<file path="config.mk">
export PLATFORM = sky130hd
export DESIGN_NAME = bnc_ram
export DESIGN_NICKNAME = d
export VERILOG_FILES = /design/src/hw/rtl/bnc_ram.sv
export SDC_FILE = /design/constraint.sdc
export NUM_CORES = 1
export LEC_CHECK = 0
export BUFFER_PORTS_ARGS = -buffer_cell sky130_fd_sc_hd__buf_2
export CORE_MARGIN = 2
export CORE_UTILIZATION = 40
export CTS_CLUSTER_SIZE = 30
export DETAILED_ROUTE_END_ITERATION = 10
export SLEW_MARGIN = 20
export SYNTH_ARGS = -nofsm -noshare
export SYNTH_HDL_FRONTEND = slang
export SYNTH_SLANG_ARGS = --single-unit
</file>
<file path="constraint.sdc">
create_clock -name clk -period 2.63 [get_ports clk]
set_input_delay 0.1315 -clock clk [delete_from_list [all_inputs] [get_ports clk]]
set_output_delay 0.1315 -clock clk [all_outputs]
set_load 0.03 [all_outputs]
</file>
<file path="src/hw/rtl/bnc_ram.sv">
module bnc_ram #(
  parameter int WIDTH = 2,
  parameter int DEPTH = 128
) (
  input  logic                     clk,
  input  logic                     we,
  input  logic [$clog2(DEPTH)-1:0] waddr,
  input  logic [WIDTH-1:0]         wdata,
  input  logic                     re,
  input  logic [$clog2(DEPTH)-1:0] raddr,
  output logic [WIDTH-1:0]         rdata
);
  logic [WIDTH-1:0] mem [DEPTH];

  // Write port; read port returns old data on a same-address write
  always_ff @(posedge clk) begin
    if (we) begin
      mem[waddr] <= wdata;
    end
    if (re) begin
      rdata <= mem[raddr];
    end
  end
endmodule

</file>
# == After elaboration in Yosys (flattened, before gate mapping) ==
# Memories as Yosys holds them, arrays and structs flattened. A register that Yosys moved wholly into a read port is not among the register bits.
# Index checks and enable logic that the tools add are counted.
# totals
register_bits,0
ram_bits,256
inputBits,19
output_inout_bits,2
memories,1
# mem_list
name,depth,word_bits,rd,rd_clocked_by_memory_dff,write_ports,line_no,text
mem,128,2,1,1,1,13,logic [WIDTH-1:0] mem [DEPTH];
# classes
muxes,2
# op_table
operator,n
two-way mux 1 bit,2

# == Depth between registers and ports, before layout ==
# logic_depth
depth_word,2
mapped_depth,9

# == Worst setup path after synthesis ==
# OpenSTA, ideal clock, no wires.
# synth_path
path_type,input-to-reg
start,input raddr[2]
end,"register rdata[0] (read register of mem), data pin"
arrival_time_ns,2.152
required_ns,2.358
slack_ns,0.206
path_stages,8
n_path_buf,3
cell_sequence,clkbuf_1 buf_2 buf_1 mux4_2 mux2_2 o22ai_1 nor3_1 or4_1
# synth_lines
item,line_no,text
from (decl),10,"input logic [$clog2(DEPTH)-1:0] raddr,"
to (decl),11,output logic [WIDTH-1:0] rdata

==> results_dict.tcl <==
set metrics [dict create \
    outcome "finished clean" \
    synth_seq_cells 258 \
    core_um2 26060 \
    hpwl_um 15130 \
    num_antenna_cells 0 \
    setup_violations 0 \
    cp.arrival_ps 2690 \
    hold_viol 0 \
    synth-adder-area-share_pct 0 \
    syn-num-nets 630 \
    avgSynthCellArea_um2 17.40 \
    grt_pass1_wl_um 35640 \
    wl_um 23490 \
    placed_area_um2 11260 \
    synth.largest_area_cell "edfxtp_1" \
    final.setup.tns_ps 0 \
    finalWorstSetupSlack_ps 194.2 \
    synth_top_family_by_area "multiplexers" \
    critPathRequiredTime_ps 2880 \
    die_x_um 167.0 \
    nets 670 \
    ctsResizeCount 0 \
    synthesis.area_um2 10630 \
    routed_via_density 5.600 \
    drt_iter0_drc 544 \
    final_layout_size_suffix_gt1_share_pct 21.64 \
    cts.sinks 258 \
    num_vias 5628 \
    netlist_instances 611 \
    synth_simple_gate_area_share_pct 7.555 \
    worst_pin_slew_ps 618.7 \
    synth-xor-area-share_pct 0 \
    fin_crit_sh_pct 92.61 \
    cts_tree "built" \
    final_cell_area_um2 12170 \
    fp.dieArea_um2 27900 \
    gr-total-overflow 0 \
    htreeDepth 1 \
    wl_per_cell_um 23.38 \
    route.detailed.drc 0 \
    power.leakage_uw 0.003805 \
    synth.distinct_cells 24 \
    max_freq_ghz 0.4105 \
    final_util_pct 46.71 \
    synth_top_area_share_pct 72.86 \
    drv_cap 0 \
    critPathCaptureType "register" \
    numPortBuffers 20 \
    power.density_nw_per_um2 730.0 \
    drt-pass1-iter-count 5 \
    pre_cts_ws_ps 51.77 \
    report.final.slew_viol_count 0 \
    ys_seq_area_share_pct 72.86 \
    worstSetupPathType "reg -> reg" \
    ios 21 \
    cts_buffers 27 \
    grt_pass1_vias 5939 \
    hp-class "in -> reg" \
    period_minus_slack_ps 2436 \
    die_h_um 167.0 \
    synth_compound_area_share_pct 1.977 \
    path_max_fanout 1 \
    muxShareOfSynthArea_pct 15.90 \
    clock_path_buffers 3 \
    setup.worst_path.start_class "register" \
    yosysWarnings 0 \
    path_clk_slew_ps 60 \
    antenna_left 0 \
    ir_drop_uv 550.2 \
    cts_root_buf "clkbuf_16" \
    rows 59 \
    rsz0062_at_grt "no" \
    synth_area_leaders "edfxtp_1 (73%), mux4_2 (11%), nor2_1 (4.3%)" \
    clk_latency_ps 520 \
    routabilityCongestion 0.7843 \
    grt_max_degree 56 \
    area_growth_pct 14.47 \
    antenna_found_initial 0 \
    max_slew_margin_pct 58.76 \
    initial_core_util_pct 40.80 \
    grtUsageTotal_pct 16.92 \
    fin_skew_ps 7.519 \
]
==> cell families after synthesis <==
group / after synthesis
flops: 258
simple gates: 189
mux: 96
buf+inv: 36
compound gates: 32
==> cells in the mapped netlist <==
cell type / count
a21oi_1: 8
a22oi_1: 16
and2_1: 1
buf_1: 5
buf_12: 1
buf_2: 6
buf_6: 3
clkbuf_1: 21
edfxtp_1: 258
mux2_2: 8
mux2i_1: 32
mux4_1: 5
mux4_2: 51
nand2_1: 16
nand2b_1: 5
nand3_1: 12
nand4_1: 3
nor2_1: 123
nor2b_1: 9
nor3_1: 15
nor4_1: 2
o22ai_1: 8
or3_1: 1
or4_1: 2
==> where the power goes <==
part | switching (uW) | total [uW] | internal [uW]
Combinational | 290 | 477 | 187
Sequential | 5.54 | 4550 | 4540
Clock | 1500 | 3860 | 2360
Total | 1800 | 8890 | 7090
==> sequential cells by signal, indices dropped and copies added (netlist names) <==
name	flops
mem	256
rdata	2
==> placed cells by master (no fill, tap or decap) <==
cell | Yosys | layout
a21oi_1 | 8 | 8
a22oi_1 | 16 | 16
and2_1 | 1 | 1
buf_12 | 1 | 7
buf_2 | 6 | 19
buf_4 | 0 | 20
bufinv_16 | 0 | 5
clkbuf_1 | 21 | 2
clkbuf_16 | 0 | 27
clkinv_1 | 0 | 6
clkinv_2 | 0 | 4
clkinvlp_4 | 0 | 4
dlygate4sd3_1 | 0 | 1
edfxtp_1 | 258 | 258
mux2_2 | 8 | 8
mux2i_1 | 32 | 32
mux4_1 | 5 | 5
mux4_2 | 51 | 51
nand2_1 | 16 | 16
nand2b_1 | 5 | 5
nand3_1 | 12 | 12
nand4_1 | 3 | 3
nor2_1 | 123 | 123
nor2b_1 | 9 | 9
nor3_1 | 15 | 15
nor4_1 | 2 | 2
o22ai_1 | 8 | 8
or3_1 | 1 | 1
or4_1 | 2 | 2
==> final cells by class <==
class	count	area, um^2
Fill cell	2214	13890
Sequential cell	258	7747
Multi-Input combinational cell	317	2704
Clock buffer	29	683.2
Tap cell	335	419.2
Timing Repair Buffer	47	395.4
Clock inverter	19	222.7
==> layer usage <==
layer / GRT usage (%) / part of all wire, % / wire length [um] / vias up
met1: 23.74 / 42 / 9849 / 2903
li1: - / - / - / 2491
met4: 5.435 / 2.7 / 629 / 0
met3: 2.757 / 6.7 / 1584 / 43
met5: 0 / 0 / 0 / -
met2: 27.27 / 49 / 11430 / 191
==> worst max-delay path: stages (launching register included) <==
cell and delay (ps):
edfxtp_1 360, mux4_2 510, mux4_2 560, o22ai_1 190
nor3_1 60, or4_1 480
==> metrics by stage <==
stage          hold WS (ps)  instances  total power, uW
6_report              125.6       1005             8886
5_1_grt               143.2       1005             9169
4_1_cts               121.5       1005             8964
3_5_place_dp          392.9        956             5116
3_3_place_gp          384.0        956             5104
2_1_floorplan         230.4        611             4909
==> worst paths after layout <==
check / cells past startpoint / endpoint / slack, ps / startpoint
max: 5 / rdata[1] / 190 / mem[55][1]
min: 1 / mem[96][0] / 130 / wdata[0]
max reg2reg: 5 / rdata[1] / 190 / mem[55][1]
min reg2reg: 5 / rdata[0] / 1010 / mem[104][0]
==> repair_timing <==
action | 4_1_cts | 5_1_grt
buffers inserted | 0 | 0
hold buffers | 1 | 0
hold endpoints to repair | 2 | 0
Note: power is estimated with default switching activity, not from simulation.
